File: config.mk
export PLATFORM = sky130hd
export DESIGN_NAME = complete_binary_tree_check
export DESIGN_NICKNAME = d
export VERILOG_FILES = /design/src/sv/cbt_pkg.sv /design/src/sv/cbt_ram.sv /design/src/sv/cbt_ctrl.sv /design/src/sv/cbt_dp.sv /design/src/sv/complete_binary_tree_check.sv
export SDC_FILE = /design/constraint.sdc
export NUM_CORES = 1
export LEC_CHECK = 0
export ABC_AREA = 1
export ABC_CLOCK_PERIOD_IN_PS = 3850
export BUFFER_PORTS_ARGS = -buffer_cell sky130_fd_sc_hd__buf_2
export CAP_MARGIN = 0
export CORE_MARGIN = 2
export CORE_UTILIZATION = 45
export DETAILED_ROUTE_END_ITERATION = 10
export HOLD_SLACK_MARGIN = 0.1
export PLACE_DENSITY_LB_ADDON = 0.25
export SLEW_MARGIN = 20
export SYNTH_ARGS = -nofsm -noshare
export SYNTH_HDL_FRONTEND = slang
export SYNTH_SLANG_ARGS = --single-unit
export TNS_END_PERCENT = 100
File: constraint.sdc
create_clock -name clk -period 3.85 [get_ports clk]
set_input_delay 0.77 -clock clk [delete_from_list [all_inputs] [get_ports clk]]
set_output_delay 0.77 -clock clk [all_outputs]
set_load 0.02 [all_outputs]
File: src/sv/cbt_pkg.sv
package cbt_pkg;

	// Field and bus widths, default node limit
	localparam int IN_W          = 7;
	localparam int S_TDATA_W     = 16;
	localparam int M_TDATA_W     = 8;
	localparam int MAX_NODES_DEF = 32;

	// Child field code for "no child"
	localparam logic [IN_W-1:0] CHILD_NONE = {IN_W{1'b1}};

	// Commands from the controller to the datapath
	typedef struct packed {
		logic load;           // input beat accepted
		logic scan_init;      // clear scan index and found flag
		logic scan_rd;        // read child table at scan index
		logic scan_cmp;       // check read entry, track root, advance index
		logic walk_root;      // start walk at root, clear queue
		logic push_l;         // push left child of current node
		logic push_r;         // push right child of current node
		logic pop_rd;         // read queue head, advance head
		logic pop_chk;        // read child table for popped node
		logic tree_clear;     // drop per-tree marks
		logic out_load;       // load result register
		logic res_complete;
		logic res_malformed;
	} cbt_cmd_t;

	// Status from the datapath to the controller
	typedef struct packed {
		logic bad;            // bad index or overflow seen during load
		logic scan_end;       // scan index is the last node
		logic scan_bad;       // table entry names a node beyond the count
		logic found;          // a node without parent was seen
		logic q_empty;        // queue head equals tail
		logic e_zero;         // popped entry is an empty slot
		logic walk_limit;     // visited as many nodes as the tree holds
		logic out_busy;       // result register full and stalled
	} cbt_sts_t;

endpackage

File: src/sv/cbt_ram.sv
module cbt_ram #(
	parameter int WIDTH = 8,
	parameter int DEPTH = 32,
	localparam int AW = (DEPTH > 1) ? $clog2(DEPTH) : 1
) (
	input  logic             clk,
	input  logic             we,
	input  logic [AW-1:0]    waddr,
	input  logic [WIDTH-1:0] wdata,
	input  logic             re,
	input  logic [AW-1:0]    raddr,
	output logic [WIDTH-1:0] rdata
);

	logic [WIDTH-1:0] mem_q [DEPTH];
	logic [WIDTH-1:0] rdata_q;

	// Write port and registered read port
	always_ff @(posedge clk) begin
		if (we) begin
			mem_q[waddr] <= wdata;
		end
		if (re) begin
			rdata_q <= mem_q[raddr];
		end
	end

	assign rdata = rdata_q;

endmodule

File: src/sv/cbt_ctrl.sv
module cbt_ctrl (
	input  logic              clk,
	input  logic              arst_n,
	input  logic              s_tvalid,
	input  logic              s_tlast,
	output logic              s_tready,
	input  cbt_pkg::cbt_sts_t sts,
	output cbt_pkg::cbt_cmd_t cmd
);
	import cbt_pkg::*;

	localparam logic [3:0] S_LOAD      = 4'd0;
	localparam logic [3:0] S_CHECK     = 4'd1;
	localparam logic [3:0] S_SCAN_RD   = 4'd2;
	localparam logic [3:0] S_SCAN_CMP  = 4'd3;
	localparam logic [3:0] S_ROOT      = 4'd4;
	localparam logic [3:0] S_PUSH_L    = 4'd5;
	localparam logic [3:0] S_PUSH_R    = 4'd6;
	localparam logic [3:0] S_POP_RD    = 4'd7;
	localparam logic [3:0] S_POP_CHK   = 4'd8;
	localparam logic [3:0] S_DRAIN_RD  = 4'd9;
	localparam logic [3:0] S_DRAIN_CHK = 4'd10;
	localparam logic [3:0] S_DONE      = 4'd11;

	logic [3:0] state_q, state_d;
	logic       res_complete_q, res_complete_d;
	logic       res_malformed_q, res_malformed_d;
	logic       accept;

	assign s_tready = (state_q == S_LOAD);
	assign accept   = s_tvalid && s_tready;

	// Next state, commands and verdict
	always_comb begin
		state_d         = state_q;
		res_complete_d  = res_complete_q;
		res_malformed_d = res_malformed_q;
		cmd             = '0;
		cmd.res_complete  = res_complete_q;
		cmd.res_malformed = res_malformed_q;
		unique case (state_q)
			S_LOAD: begin
				cmd.load = accept;
				if (accept && s_tlast) begin
					state_d = S_CHECK;
				end
			end
			S_CHECK: begin
				if (sts.bad) begin
					res_complete_d  = 1'b0;
					res_malformed_d = 1'b1;
					state_d         = S_DONE;
				end else begin
					cmd.scan_init = 1'b1;
					state_d       = S_SCAN_RD;
				end
			end
			S_SCAN_RD: begin
				cmd.scan_rd = 1'b1;
				state_d     = S_SCAN_CMP;
			end
			S_SCAN_CMP: begin
				cmd.scan_cmp = 1'b1;
				if (sts.scan_bad) begin
					res_complete_d  = 1'b0;
					res_malformed_d = 1'b1;
					state_d         = S_DONE;
				end else if (sts.scan_end) begin
					state_d = S_ROOT;
				end else begin
					state_d = S_SCAN_RD;
				end
			end
			S_ROOT: begin
				if (!sts.found) begin
					res_complete_d  = 1'b0;
					res_malformed_d = 1'b1;
					state_d         = S_DONE;
				end else begin
					cmd.walk_root = 1'b1;
					state_d       = S_PUSH_L;
				end
			end
			S_PUSH_L: begin
				cmd.push_l = 1'b1;
				state_d    = S_PUSH_R;
			end
			S_PUSH_R: begin
				cmd.push_r = 1'b1;
				state_d    = S_POP_RD;
			end
			S_POP_RD: begin
				cmd.pop_rd = 1'b1;
				state_d    = S_POP_CHK;
			end
			S_POP_CHK: begin
				if (sts.e_zero) begin
					state_d = S_DRAIN_RD;
				end else if (sts.walk_limit) begin
					// revisited nodes: the walk ran past the node count
					res_complete_d  = 1'b0;
					res_malformed_d = 1'b0;
					state_d         = S_DONE;
				end else begin
					cmd.pop_chk = 1'b1;
					state_d     = S_PUSH_L;
				end
			end
			S_DRAIN_RD: begin
				if (sts.q_empty) begin
					res_complete_d  = 1'b1;
					res_malformed_d = 1'b0;
					state_d         = S_DONE;
				end else begin
					cmd.pop_rd = 1'b1;
					state_d    = S_DRAIN_CHK;
				end
			end
			S_DRAIN_CHK: begin
				if (!sts.e_zero) begin
					res_complete_d  = 1'b0;
					res_malformed_d = 1'b0;
					state_d         = S_DONE;
				end else begin
					state_d = S_DRAIN_RD;
				end
			end
			S_DONE: begin
				if (!sts.out_busy) begin
					cmd.out_load   = 1'b1;
					cmd.tree_clear = 1'b1;
					state_d        = S_LOAD;
				end
			end
			default: begin
				state_d = S_LOAD;
			end
		endcase
	end

	// State register
	always_ff @(posedge clk or negedge arst_n) begin
		if (!arst_n) begin
			state_q <= S_LOAD;
		end else begin
			state_q <= state_d;
		end
	end

	// Verdict held until the result register takes it
	always_ff @(posedge clk) begin
		res_complete_q  <= res_complete_d;
		res_malformed_q <= res_malformed_d;
	end

	a_last_starts_check: assert property (@(posedge clk) disable iff (!arst_n)
		(accept && s_tlast) |=> (state_q == S_CHECK))
		else $error("last beat did not start the check");

	a_done_returns_to_load: assert property (@(posedge clk) disable iff (!arst_n)
		(state_q == S_DONE && !sts.out_busy) |=> (state_q == S_LOAD && s_tready))
		else $error("result hand-off did not reopen the input");

endmodule

File: src/sv/cbt_dp.sv
module cbt_dp #(
	parameter int MAX_NODES = cbt_pkg::MAX_NODES_DEF
) (
	input  logic                          clk,
	input  logic                          arst_n,
	input  logic [cbt_pkg::S_TDATA_W-1:0] s_tdata,
	input  logic                          m_tready,
	output logic                          m_tvalid,
	output logic [cbt_pkg::M_TDATA_W-1:0] m_tdata,
	input  cbt_pkg::cbt_cmd_t             cmd,
	output cbt_pkg::cbt_sts_t             sts
);
	import cbt_pkg::*;

	localparam int IW  = (MAX_NODES > 1) ? $clog2(MAX_NODES) : 1;   // node index
	localparam int CW  = $clog2(MAX_NODES + 1);                      // child number / count
	localparam int QD  = 2 * MAX_NODES;                              // queue depth
	localparam int QAW = $clog2(QD);                                 // queue address
	localparam int QCW = $clog2(QD + 1);                             // queue position

	logic [IN_W-1:0]      l_raw, r_raw;
	logic                 l_none, r_none, l_ok, r_ok, l_bad, r_bad;
	logic [CW-1:0]        l_child, r_child;
	logic [IW-1:0]        l_idx, r_idx;

	logic [MAX_NODES-1:0] hp_q;
	logic [CW-1:0]        node_cnt_q;
	logic                 bad_q;
	logic                 cnt_room;

	logic [CW-1:0]        idx_q;
	logic [IW-1:0]        root_q;
	logic                 found_q;
	logic [CW-1:0]        real_q;
	logic [QCW-1:0]       head_q, tail_q;

	logic                 tbl_we, tbl_re;
	logic [IW-1:0]        tbl_raddr;
	logic [2*CW-1:0]      tbl_rdata;
	logic [CW-1:0]        tbl_l, tbl_r;

	logic                 q_we;
	logic [CW-1:0]        q_wdata, q_rdata;

	logic                 m_tvalid_q;
	logic                 res_complete_q, res_malformed_q;

	// Decode child fields
	assign l_raw   = s_tdata[IN_W-1:0];
	assign r_raw   = s_tdata[2*IN_W-1:IN_W];
	assign l_none  = (l_raw == CHILD_NONE);
	assign r_none  = (r_raw == CHILD_NONE);
	assign l_ok    = !l_raw[IN_W-1] && (l_raw != '0)
		&& (32'(l_raw[IN_W-2:0]) <= 32'(MAX_NODES));
	assign r_ok    = !r_raw[IN_W-1] && (r_raw != '0)
		&& (32'(r_raw[IN_W-2:0]) <= 32'(MAX_NODES));
	assign l_bad   = !l_none && !l_ok;
	assign r_bad   = !r_none && !r_ok;
	assign l_child = l_ok ? CW'(l_raw[IN_W-2:0]) : '0;
	assign r_child = r_ok ? CW'(r_raw[IN_W-2:0]) : '0;
	assign l_idx   = IW'(l_raw[IN_W-2:0] - (IN_W-1)'(1));
	assign r_idx   = IW'(r_raw[IN_W-2:0] - (IN_W-1)'(1));
	assign cnt_room = (node_cnt_q < CW'(MAX_NODES));

	// Per-tree marks: parent bits, node count, bad flag
	always_ff @(posedge clk or negedge arst_n) begin
		if (!arst_n) begin
			hp_q       <= '0;
			node_cnt_q <= '0;
			bad_q      <= 1'b0;
		end else if (cmd.tree_clear) begin
			hp_q       <= '0;
			node_cnt_q <= '0;
			bad_q      <= 1'b0;
		end else if (cmd.load) begin
			if (l_ok) begin
				hp_q[l_idx] <= 1'b1;
			end
			if (r_ok) begin
				hp_q[r_idx] <= 1'b1;
			end
			if (cnt_room) begin
				node_cnt_q <= node_cnt_q + CW'(1);
			end
			if (l_bad || r_bad || !cnt_room) begin
				bad_q <= 1'b1;
			end
		end
	end

	// Child table: right child in the upper half, left child in the lower
	assign tbl_we = cmd.load && cnt_room;
	assign tbl_re = cmd.scan_rd || cmd.walk_root || cmd.pop_chk;
	assign tbl_l  = tbl_rdata[CW-1:0];
	assign tbl_r  = tbl_rdata[2*CW-1:CW];

	always_comb begin
		priority if (cmd.walk_root) begin
			tbl_raddr = root_q;
		end else if (cmd.pop_chk) begin
			tbl_raddr = IW'(q_rdata - CW'(1));
		end else begin
			tbl_raddr = idx_q[IW-1:0];
		end
	end

	cbt_ram #(
		.WIDTH (2 * CW),
		.DEPTH (MAX_NODES)
	) u_tbl (
		.clk   (clk),
		.we    (tbl_we),
		.waddr (node_cnt_q[IW-1:0]),
		.wdata ({r_child, l_child}),
		.re    (tbl_re),
		.raddr (tbl_raddr),
		.rdata (tbl_rdata)
	);

	// Scan: track highest node without parent
	always_ff @(posedge clk) begin
		if (cmd.scan_init) begin
			idx_q   <= '0;
			found_q <= 1'b0;
		end else if (cmd.scan_cmp) begin
			if (!hp_q[idx_q[IW-1:0]]) begin
				root_q  <= idx_q[IW-1:0];
				found_q <= 1'b1;
			end
			idx_q <= idx_q + CW'(1);
		end
	end

	// Walk counters: visited nodes, queue head and tail
	always_ff @(posedge clk or negedge arst_n) begin
		if (!arst_n) begin
			real_q <= '0;
			head_q <= '0;
			tail_q <= '0;
		end else if (cmd.tree_clear) begin
			real_q <= '0;
		end else if (cmd.walk_root) begin
			real_q <= CW'(1);
			head_q <= '0;
			tail_q <= '0;
		end else begin
			if (cmd.pop_chk) begin
				real_q <= real_q + CW'(1);
			end
			if (q_we) begin
				tail_q <= tail_q + QCW'(1);
			end
			if (cmd.pop_rd) begin
				head_q <= head_q + QCW'(1);
			end
		end
	end

	// Walk queue
	assign q_we    = cmd.push_l || cmd.push_r;
	assign q_wdata = cmd.push_l ? tbl_l : tbl_r;

	cbt_ram #(
		.WIDTH (CW),
		.DEPTH (QD)
	) u_queue (
		.clk   (clk),
		.we    (q_we),
		.waddr (tail_q[QAW-1:0]),
		.wdata (q_wdata),
		.re    (cmd.pop_rd),
		.raddr (head_q[QAW-1:0]),
		.rdata (q_rdata)
	);

	// Result register: hold until the receiver takes the beat
	always_ff @(posedge clk or negedge arst_n) begin
		if (!arst_n) begin
			m_tvalid_q <= 1'b0;
		end else if (cmd.out_load) begin
			m_tvalid_q <= 1'b1;
		end else if (m_tready) begin
			m_tvalid_q <= 1'b0;
		end
	end

	always_ff @(posedge clk) begin
		if (cmd.out_load) begin
			res_complete_q  <= cmd.res_complete;
			res_malformed_q <= cmd.res_malformed;
		end
	end

	assign m_tvalid = m_tvalid_q;
	assign m_tdata  = {{(M_TDATA_W-2){1'b0}}, res_malformed_q, res_complete_q};

	// Status
	always_comb begin
		sts            = '0;
		sts.bad        = bad_q;
		sts.scan_end   = ({1'b0, idx_q} + {{CW{1'b0}}, 1'b1}) == {1'b0, node_cnt_q};
		sts.scan_bad   = (tbl_l > node_cnt_q) || (tbl_r > node_cnt_q);
		sts.found      = found_q;
		sts.q_empty    = (head_q == tail_q);
		sts.e_zero     = (q_rdata == '0);
		sts.walk_limit = (real_q >= node_cnt_q);
		sts.out_busy   = m_tvalid_q && !m_tready;
	end

	a_no_result_overwrite: assert property (@(posedge clk) disable iff (!arst_n)
		cmd.out_load |-> !(m_tvalid_q && !m_tready))
		else $error("result register loaded while still stalled");

	a_pop_nonempty: assert property (@(posedge clk) disable iff (!arst_n)
		cmd.pop_rd |-> (head_q != tail_q))
		else $error("queue popped while empty");

	a_walk_bounded: assert property (@(posedge clk) disable iff (!arst_n)
		real_q <= node_cnt_q)
		else $error("walk visited more nodes than the tree holds");

endmodule

File: src/sv/complete_binary_tree_check.sv
// Complete binary tree check.
// Input stream (s_*): one beat per node, nodes in index order. s_tdata holds
// the left and right child as 1-based node numbers (7-bit signed, -1 for no
// child); s_tlast marks the final node of the tree and starts the check.
// Output stream (m_*): one beat per tree, bit 0 complete, bit 1 malformed.
// Node beats are taken one per cycle while s_tready is high. After the last
// node, the scan reads the child table entry by entry; then every visited
// node costs a table read, two queue writes and a queue read, in that order.
// A malformed tree (bad child index, overflow, no root) skips the walk.
// s_tready is low from the last node until the verdict enters the output
// register. The verdict waits there while the receiver stalls, and the next
// tree loads meanwhile; a second verdict waits until the first is taken.
// Reset clears the control state and the per-tree parent marks; the child
// table and queue hold no reset value and are only read where written.
module complete_binary_tree_check #(
	parameter int MAX_NODES = cbt_pkg::MAX_NODES_DEF
) (
	input  logic                          clk,
	input  logic                          arst_n,
	input  logic                          s_tvalid,
	output logic                          s_tready,
	input  logic [cbt_pkg::S_TDATA_W-1:0] s_tdata,   // left_index[6:0], right_index[13:7]
	input  logic                          s_tlast,   // last_node
	output logic                          m_tvalid,
	input  logic                          m_tready,
	output logic [cbt_pkg::M_TDATA_W-1:0] m_tdata    // is_complete[0], malformed[1]
);
	import cbt_pkg::*;

	cbt_cmd_t cmd;
	cbt_sts_t sts;

	cbt_ctrl u_ctrl (
		.clk      (clk),
		.arst_n   (arst_n),
		.s_tvalid (s_tvalid),
		.s_tlast  (s_tlast),
		.s_tready (s_tready),
		.sts      (sts),
		.cmd      (cmd)
	);

	cbt_dp #(
		.MAX_NODES (MAX_NODES)
	) u_dp (
		.clk      (clk),
		.arst_n   (arst_n),
		.s_tdata  (s_tdata),
		.m_tready (m_tready),
		.m_tvalid (m_tvalid),
		.m_tdata  (m_tdata),
		.cmd      (cmd),
		.sts      (sts)
	);

endmodule

### Yosys cells after proc, flatten, opt, wreduce, memory -nomap -nowiden

Memories as Yosys holds them, arrays and structs flattened. A register that Yosys moved wholly into a read port is not among the register bits.
Index checks and enable logic that the tools add are counted.

| storage, ports and cells | value |
|---|---|
| logic and storage cells | 188 |
| register bits | 80 |
| bits in latches | 0 |
| memories | 2 |
| memory bits (read-only) | 0 |
| input port bits | 21 |
| output and inout bits | 10 |
| RAM bits | 768 |

| cells by class | value |
|---|---|
| $add $sub $neg | 9 |
| bitwise logic cells | 5 |
| divide/modulo/power cells | 0 |
| reductions and logical operators | 46 |
| multiplexer cells | 76 |
| shift operators | 0 |
| magnitude comparators | 11 |
| multiply operators | 0 |
| equal/unequal tests | 24 |

Memory list:

| memory | depth | bits a word | read ports | clocked after memory_dff | write ports | line | RTL |
|---|---|---|---|---|---|---|---|
| u_dp.u_queue.mem_q | 64 | 6 | 1 | 1 | 1 | cbt_ram.sv:15 | `logic [WIDTH-1:0] mem_q [DEPTH];` |
| u_dp.u_tbl.mem_q | 32 | 12 | 1 | 1 | 1 | cbt_ram.sv:15 |  |

Operator list:

| cell | count |
|---|---|
| 32-bit two-way mux | 6 |
| 32-bit bitwise OR | 2 |
| 6-bit two-way mux | 9 |
| 4-bit case mux with 12 select lines | 1 |
| 1-bit two-way mux | 37 |
| 4-bit two-way mux | 7 |
| 7-bit two-way mux | 4 |
| 6-bit by 1-bit adder with 6-bit output, second input constant | 3 |
| 5-bit by 6-bit less-than comparator with 1-bit output, second input constant | 3 |
| 4-bit by 3-bit == test with 1-bit output, second input constant | 4 |
| 4-bit == test, second input constant | 4 |
| 2-bit != test, second input constant | 8 |
| 5-bit by 1-bit subtractor with 5-bit output, second input constant | 3 |
| 7-bit by 1-bit adder with 7-bit output, second input constant | 2 |
| 7-bit == test, second input constant | 2 |
| 7-bit nonzero test | 2 |
| 6-bit > comparator | 2 |
| 6-bit <= comparator, second input constant | 2 |
| 1-bit logical AND | 12 |
| 1-bit case mux with 6 select lines | 2 |
| 2-bit AND reduction | 6 |
| 2-bit nonzero test | 6 |
| 1-bit demux with 5-bit select | 2 |
| 5-bit by 1-bit greater-or-equal comparator with 1-bit output, second input constant | 2 |
| other kinds (22) | 40 |

### Depth between registers and ports, before layout

Gate-level depths: netlist (run 1).

| depth | value |
|---|---|
| word-level depth | 13 |
| mapped depth | 21 |
| gate-level depth less buffers | 19 |

### Cells and area by module

Synthesis (run 1) repeated with hierarchy kept, for this count alone.

| second synthesis, totals | value |
|---|---|
| cell total of the unflattened synthesis | 3,629 |
| area, all modules | 37,997.7 um^2 |

Modules (own cells, without submodules):

| module | times used | area each (um^2) | seq. area each (um^2) | cells each |
|---|---|---|---|---|
| cbt_ram at u_dp.u_tbl | 1 | 16,019.1 | 11,891.4 | 1,358 |
| cbt_ram at u_dp.u_queue | 1 | 15,990.3 | 11,711.2 | 1,376 |
| cbt_dp | 1 | 5,405.2 | 1,851.8 | 793 |
| cbt_ctrl | 1 | 583.1 | 160.2 | 102 |

### Least setup slack after synthesis (run 1)

No wires, ideal clock.

| timing | value |
|---|---|
| path kind | register to register |
| from | reg u_ctrl.state_q[3] |
| to | mem u_dp.u_queue.mem_q[0][0] in the netlist's numbering, data pin |
| period minus slack after synthesis | 3.995 ns |
| data arrival time | 3.293 ns |
| library setup time | 0.702 ns |
| data required time | 3.148 ns |
| cell stages (with the launch flop) | 4 |
| setup slack | -0.145 ns |
| path through | dfrtp_1 nor2_2 nand2_1 o21ai_0 |

| between the ends | value |
|---|---|
| longest elaborated chain between the ends | 3 |

Ends and longest elaborated chain:

| what | line | RTL |
|---|---|---|
| start: declaration | cbt_ctrl.sv:25 | `logic [3:0] state_q, state_d;` |
| start signal: assignment | cbt_ctrl.sv:146 | `state_q <= state_d;` |
| 4-bit by 3-bit == test with 1-bit output | cbt_ctrl.sv:41 | `unique case (state_q)` |
| 1-bit two-way mux | cbt_ctrl.sv:41 |  |
| 6-bit two-way mux | cbt_dp.sv:161 | `assign q_wdata = cmd.push_l ? tbl_l : tbl_r;` |
| net u_dp.q_wdata[0] | cbt_dp.sv:43 | `logic [CW-1:0] q_wdata, q_rdata;` |
| end: declaration | cbt_ram.sv:15 |  |

The timed path passes the listed nets, and every way through them passes these cells.

### Worst setup path in the final report (run 1)

| timing | value |
|---|---|
| from | reg u_dp.real_q[3] |
| to | reg u_dp.u_tbl.rdata_q[3], in the netlist u_dp.u_tbl.rdata[3], read port of u_dp.u_tbl.mem_q, data pin |

| between the ends | value |
|---|---|
| longest elaborated chain between the ends | 6 |
| elaborated cells between the ends (all ways) | 7 |
| those cells by class | order compare: 1; mux: 5; reduce/logical: 1 |

Ends and longest elaborated chain:

| what | line | RTL |
|---|---|---|
| start: declaration | cbt_dp.sv:34 | `logic [CW-1:0] real_q;` |
| start signal: assignment | cbt_dp.sv:148 | `real_q <= real_q + CW'(1);` |
| 6-bit greater-or-equal comparator (*) | cbt_dp.sv:206 | `sts.walk_limit = (real_q >= node_cnt_q);` |
| 1-bit two-way mux (*) | cbt_ctrl.sv:99 | `end else if (sts.walk_limit) begin` |
| 1-bit two-way mux (*) | cbt_ctrl.sv:97 | `if (sts.e_zero) begin` |
| 1-bit two-way mux (*) | cbt_ctrl.sv:41 |  |
| 5-bit two-way mux | cbt_dp.sv:100 | `end else if (cmd.pop_chk) begin` |
| 5-bit two-way mux | cbt_dp.sv:98 | `priority if (cmd.walk_root) begin` |
| end: declaration | cbt_ram.sv:16 | `logic [WIDTH-1:0] rdata_q;` |

Every way passes the cells marked *; elsewhere a longest branch is shown, timed or not.
A chain may end at the register's enable or synchronous reset.

==> key figures, run 1 <==
Global route
  • Total gr overflow: 0
  • Largest net degree at the start of global routing: 145
  • Initial antenna violation count: 0
  • First-pass GRT wire length: 144500 µm
  • Vias in the first global route: 24.18k
  • Total GRT Usage: 21.74%

Die
  • Initial Utilization: 45.40%
  • Die Width: 294.3 µm
  • I/O pin count: 31
  • Num rows: 106
  • Placeable core area: 0.08356 mm²
  • Die ar.: 0.08663 mm²
  • Die height: 294.3 µm

Detailed routing
  • Post-route DRC: 0
  • DR WL/cell: 20.32 µm
  • DR pass1 iterations: 6
  • Final wirelength: 94760 µm
  • Via count: 25.72k
  • Antenna-violating nets left: 0
  • DR iter-0 viols: 2482
  • Vias/cell: 5.514

Worst setup path
  • Worst path required time: 4.25 ns
  • Worst endpoint data arrival time: 3.71 ns
  • Crit path kind: reg2reg
  • Critical path startpoint category: register
  • Top delay family on crit path: simple AND/OR/NAND/NOR gates
  • WP buf/inv: 2
  • Register-to-Register Path Depth: 14
  • Worst setup startpoint: u_dp.real_q[3]
  • CP Max Fanout: 36
  • R2r setup slk: 0.54 ns
  • WP depth: 14
  • Setup crit end: u_dp.u_tbl.rdata[3]
  • R2R Path End: u_dp.u_tbl.rdata[3]
  • CP max-delay cell: dfrtp_1
  • Slowest stage delay, CP: 0.42 ns
  • Most frequent CP cell: nand2_1
  • Reg-to-Reg Start: u_dp.real_q[3]
  • CP endpoint kind: register
  • Crit path cell chain: ha_1 -> nand2_1 -> nand2_1 -> a21oi_2 -> nand3_4 -> o211ai_1 -> o21ai_4 -> inv_2 -> buf_12 -> nand3_1 -> nand3_1 -> nand2_1 -> nand2_1 -> nand2_1

STA
  • Setup TNS Final: 0 ns
  • Clock skew: 0.05276 ns
  • Hold slack: 0.4833 ns
  • Final Hold Fails: 0
  • Post-route minimum period: 3.306 ns
  • RSZ-0062 raised after global routing: false
  • Final period util: 85.88%
  • Max-slew headroom: 33.82%
  • Peak Freq: 302.5 MHz
  • Worst-Margin Slew: 0.9927 ns
  • Final setup viols: 0
  • Final Max Tran Viols: 0

Cells and area
  • Layout cells sized above 1: 8.901%
  • Fin nets: 3562
  • Post-Layout Inst Area: 0.04237 mm²
  • Syn-to-layout area delta: 11.70%
  • Non-Filler Instances: 4664
  • N_diodes: 0

Place
  • Placed Area: 0.03965 mm²
  • GPL Wtd Cong: 0.9176
  • DP HPWL: 57170 µm
  • Port Buffers: 22
  • Dpl cells: 4501

Synth
  • Adder-cell area share of the yosys netlist: 0.8906%
  • Most common cell in the synthesized netlist: edfxtp_1
  • Share of the synthesized area in the top cell type: 62.94%
  • Simple-gate area share of the yosys netlist: 17.79%
  • Synth Instances: 3463
  • Mean Syn Cell Area: 10.95 µm²
  • Most frequent cells after synthesis: edfxtp_1, nand2_1, nand3_1
  • Seq cells post-synth: 866
  • Mux cell area share after synthesis: 0.1484%
  • Ys Warns: 0
  • Number of distinct library cells after synthesis: 53
  • FFs w/ async S/R, synth: 7.390%
  • Synthesized area: 0.03793 mm²
  • Main combinational cell family by area after synthesis: simple AND/OR/NAND/NOR gates
  • Yosys top cell by area: edfxtp_1
  • XOR/XNOR Fraction of Synth Area: 0.3233%
  • Synth Area in Compound Gates: 7.488%
  • Post-synth EDFFs: 795
  • Ys flop type: edfxtp_1
  • Largest cells by area after synthesis: edfxtp_1, nand3_1, nand2_1
  • Sequential fraction of the synthesis area: 67.53%

CTS
  • Clk buf depth: 3
  • Clk slew on worst S/H paths: 0.06 ns
  • Root buf cell: clkbuf_16
  • Clock Latency Late Sink: 0.65 ns
  • Clock sinks: 866
  • H-tree levels: 3
  • CTS tree: built
  • CTS buffer count: 89
  • CTS resizes: 0

Power
  • Power per cell area: 721.3 mW/mm²
  • Static leakage: 0.01582 µW
  • Power, Total: 30560 µW
  • Max VDD drop: 1072 µV

Flow run
  • Max-cap violation count: 0

Min path
  • Hold WC Path Type: reg2reg

Outcome
  • Status: finished, final reports clean
==> stage by stage <==
stage / util (%) / setup WS (ns)
global route: 50.71 / 0.2621
global placement: 47.46 / 0.5657
detailed placement: 47.46 / 0.5344
CTS: 50.67 / 0.5164
floorplan: - / 0.6451
finish: 50.71 / 0.5437
==> worst min path at each step <==
stage	to	slack (ns)	start	cells past startpoint
2_1_floorplan	u_dp.res_complete_q	0.40	u_ctrl.res_complete_q	0
3_3_place_gp	u_dp.found_q	0.47	u_dp.found_q	2
3_5_place_dp	u_dp.found_q	0.47	u_dp.found_q	2
4_1_cts	u_dp.hp_q[26]	0.31	arst_n	1
5_1_grt	u_dp.found_q	0.50	u_dp.found_q	2
6_report	u_dp.found_q	0.48	u_dp.found_q	2
==> per-layer routing <==
| layer | part of all wire, % | vias to the layer above | track usage [%] |
|---|---|---|---|
| li1 | - | 12251 | - |
| met1 | 45 | 12456 | 32.02 |
| met2 | 45 | 873 | 33.09 |
| met3 | 7.5 | 137 | 3.989 |
| met4 | 2.3 | 0 | 5.998 |
| met5 | 0 | - | 0 |
==> area by class of cell <==
type,instances,area [µm²]
fillers,7319,41190
flip-flops and latches,866,25620
inverters,321,1209
multi-input cells,2076,10220
well taps,1080,1351
repair buffers,160,1286
clock inverters,39,309.0
clock buffers,122,2371
==> layout by cell type (no fill, tap or decap), types with 16 or more instances in the layout <==
cell type	count
a21oi_1	88
buf_2	22
buf_4	126
clkbuf_1	31
clkbuf_16	89
clkinv_1	26
dfrtp_1	62
edfxtp_1	795
ha_1	27
inv_1	305
nand2_1	559
nand3_1	500
nand3b_1	60
nand4_1	22
nor2_1	345
nor2_2	16
nor3_1	16
o21ai_0	234
o221ai_1	38
o22ai_1	85
==> timing repair <==
item | CTS | global route
buffers inserted | 0 | 0
endpoints found under the hold margin | 0 | 11
hold buffers | 0 | 1
==> where the power goes <==
group	total, µW	switching, µW	internal, µW
clock network	8010	3550	4460
registers	11600	265	11400
logic	10900	7880	3020
total	30600	11700	18900
==> cell families after synthesis <==
kind of cell | Yosys count
buffers and inverters | 526
multiplexers | 5
flip-flops | 866
AO/OA/AOI/OAI | 491
adder cells (fa/ha/maj) | 27
XOR/XNOR | 14
other | 1
AND/OR/NAND/NOR | 1533
==> worst min-delay path, delay by kind of cell (launching register included) <==
family,cells,cell delay [ns]
flops,1,0.32
simple gates,2,0.12
==> registers in the layout, indices dropped and copies added (netlist names), 4 cells and up <==
signal and cells:
u_dp.u_queue.mem_q 384, u_dp.u_tbl.mem_q 384, u_dp.hp_q 32, u_dp.u_tbl.rdata 12, u_dp.head_q 7, u_dp.tail_q 7
u_dp.idx_q 6, u_dp.node_cnt_q 6, u_dp.real_q 6, u_dp.u_queue.rdata 6, u_dp.root_q 5, u_ctrl.state_q 4
(Power assumes the default switching activity.)
==> run 2: changes to the inputs <==
==> constraint.sdc (replaced) <==
create_clock -name clk -period 3.85 [get_ports clk]
set_input_delay 0.385 -clock clk [delete_from_list [all_inputs] [get_ports clk]]
set_output_delay 0.385 -clock clk [all_outputs]
set_load 0.02 [all_outputs]
==> key figures, run 2 (synthesis gave the netlist of run 1 again) <==
Power
  • Internal: 19280 µW (was 18860 µW)
  • Clock Power Share: 27.2% (was 26.2%)
  • Power per cell area: 730.4 mW/mm² (was 721.3 mW/mm²)
  • Switching share of power: 37.92% (was 38.28%)
  • Net switching power: 11780 µW (was 11700 µW)
  • Reg power frac: 37.6% (was 38.1%)
  • Comb power frac: 35.2% (was 35.7%)
  • Max VDD drop: 518.9 µV (was 1072 µV)
  • Static leakage: 0.01587 µW (was 0.01582 µW)

Detailed routing
  • DR WL/cell: 20.65 µm (was 20.32 µm)
  • DR iter-0 viols: 2782 (was 2482)
  • Antenna-violating nets left: 0 (unchanged)
  • DR pass1 iterations: 6 (unchanged)
  • Vias/cell: 5.556 (was 5.514)
  • Via count: 25.82k (was 25.72k)
  • Final wirelength: 95950 µm (was 94760 µm)
  • Post-route DRC: 0 (unchanged)

Worst setup path
  • Worst path required time: 4.25 ns (about the same)
  • WP buf/inv: 4 (was 2)
  • Crit path cell chain: inv_1 -> ha_1 -> nand2_1 -> inv_2 -> a21oi_2 -> nand4_1 -> nand3_4 -> buf_12 -> buf_4 -> nand3_1 -> nand3_1 -> nand3_1 -> nand3_1 -> nand2_1 -> nand2_1 -> nand2_1 (was ha_1 -> nand2_1 -> nand2_1 -> a21oi_2 -> nand3_4 -> o211ai_1 -> o21ai_4 -> inv_2 -> buf_12 -> nand3_1 -> nand3_1 -> nand2_1 -> nand2_1 -> nand2_1)
  • CP Max Fanout: 65 (was 36)
  • Worst endpoint data arrival time: 3.77 ns (was 3.71 ns)
  • Slowest stage delay, CP: 0.38 ns (was 0.42 ns)
  • CP max-delay cell: buf_4 (was dfrtp_1)
  • CP endpoint kind: register (unchanged)
  • Critical path startpoint category: register (unchanged)
  • Crit path kind: reg2reg (unchanged)
  • Top delay family on crit path: simple AND/OR/NAND/NOR gates (unchanged)

STA
  • Setup TNS Final: 0 ns (unchanged)
  • Peak Freq: 297.0 MHz (was 302.5 MHz)
  • Final Hold Fails: 0 (unchanged)
  • Final setup viols: 0 (unchanged)
  • Clock skew: 0.02521 ns (was 0.05276 ns)
  • Post-route minimum period: 3.367 ns (was 3.306 ns)
  • RSZ-0062 raised after global routing: false (unchanged)
  • Hold slack: 0.1826 ns (was 0.4833 ns)
  • Final Max Tran Viols: 0 (unchanged)
  • Final period util: 87.46% (was 85.88%)
  • Max-slew headroom: 26.95% (was 33.82%)
  • Worst-Margin Slew: 1.096 ns (was 0.9927 ns)

Global route
  • First-pass GRT wire length: 147000 µm (was 144500 µm)
  • Vias in the first global route: 24.34k (was 24.18k)
  • Total gr overflow: 0 (unchanged)
  • Largest net degree at the start of global routing: 135 (was 145)
  • Initial antenna violation count: 1 (was 0)
  • Total GRT Usage: 22.11% (was 21.74%)

Cells and area
  • Syn-to-layout area delta: 12.12% (was 11.70%)
  • Fin nets: 3546 (was 3562)
  • N_diodes: 0 (unchanged)
  • Non-Filler Instances: 4647 (was 4664)
  • Commonest non-fill, non-tap cell in the layout: edfxtp_1 (unchanged)
  • Commonest cells after routing, fill and taps aside: edfxtp_1, nand2_1, nand3_1 (unchanged)
  • Layout cells sized above 1: 8.887% (was 8.901%)
  • Final core occ: 50.90% (was 50.71%)
  • Top flop regs: u_dp.u_queue.mem_q (384), u_dp.u_tbl.mem_q (384), u_dp.hp_q (32) (unchanged)

Die
  • Initial Utilization: 45.40% (unchanged)
  • I/O pin count: 31 (unchanged)
  • Placeable core area: 0.08356 mm² (unchanged)
  • Die Width: 294.3 µm (unchanged)
  • Num rows: 106 (unchanged)
  • Die ar.: 0.08663 mm² (unchanged)
  • Die height: 294.3 µm (unchanged)

CTS
  • Clk buf depth: 3 (unchanged)
  • H-tree levels: 3 (unchanged)
  • Clock Latency Late Sink: 0.65 ns (about the same)
  • Postcts setup bufs: 0 (unchanged)
  • Clock sinks: 866 (unchanged)
  • CTS tree: built (unchanged)
  • Root buf cell: clkbuf_16 (unchanged)
  • CTS buffer count: 88 (was 89)
  • Clk slew on worst S/H paths: 0.06 ns (about the same)

Place
  • DP HPWL: 57320 µm (was 57170 µm)
  • Port Buffers: 22 (unchanged)
  • GPL Wtd Cong: 0.8933 (was 0.9176)
  • Dpl cells: 4486 (was 4501)

Min path
  • Hold WC Path Type: in2reg (was reg2reg)

Flow run
  • Max-cap violation count: 0 (unchanged)

Outcome
  • Status: finished, final reports clean (unchanged)
## run 2: worst min-delay path, stage by stage
cell     delay [ns]
buf_2          0.07
nand2_1        0.05
nand2_1        0.14
nand3_1        0.09
nand2_1        0.06
## run 2: power groups by stage
stage	Clock, µW	Sequential, µW	Combinational, µW
after floorplan	0	11700	7210
after global placement	0	11900	10800
after detailed placement	0	11900	10800
after CTS	8580	11700	10900
after global routing	8960	11700	12100
final	8460	11700	10900
## run 2: area by class of cell
cell class / count / area, µm²
fillers: 7417 / 41030
flip-flops and latches: 866 / 25620
multi-input cells: 2076 / 10220
clock buffers: 114 / 2362
well taps: 1080 / 1351
repair buffers: 145 / 1276
inverters: 321 / 1209
clock inverters: 45 / 488.0
## run 2: what timing repair did
action                    4_1_cts  5_1_grt
hold buffers                    2        0
gates resized for setup         0        0
hold endpoints to repair       39        0
## run 2: layer usage
layer / share of wire (%) / routed length, µm / up-vias / global-route usage (%)
met5: 0 / 0 / - / 0
li1: - / - / 12224 / -
met2: 45 / 43450 / 891 / 33.89
met3: 7.8 / 7461 / 130 / 3.755
met1: 45 / 43310 / 12576 / 32.84
met4: 1.8 / 1730 / 0 / 5.388
## run 2: per-stage QoR
stage / worst slack [ns] / power (µW) / area (µm²)
floorplan: 0.8963 / 18930 / 37950
global placement: 0.5462 / 22630 / 39650
detailed placement: 0.5136 / 22700 / 39650
CTS: 0.5039 / 31150 / 42520
global route: 0.2356 / 32770 / 42530
finish: 0.4828 / 31060 / 42530
## run 2: final timing paths
path | startpoint | to | slack [ns] | cells past startpoint
min in group asynchronous | arst_n | u_dp.hp_q[14] | 0.41 | 2
min | s_tlast | u_ctrl.state_q[0] | 0.18 | 5
min reg2reg | u_ctrl.res_complete_q | u_dp.res_complete_q | 0.48 | 0
max | u_dp.node_cnt_q[4] | u_dp.u_tbl.rdata[10] | 0.48 | 16
max reg2reg | u_dp.node_cnt_q[4] | u_dp.u_tbl.rdata[10] | 0.48 | 16
max in group asynchronous | arst_n | u_dp.head_q[0] | 2.63 | 3
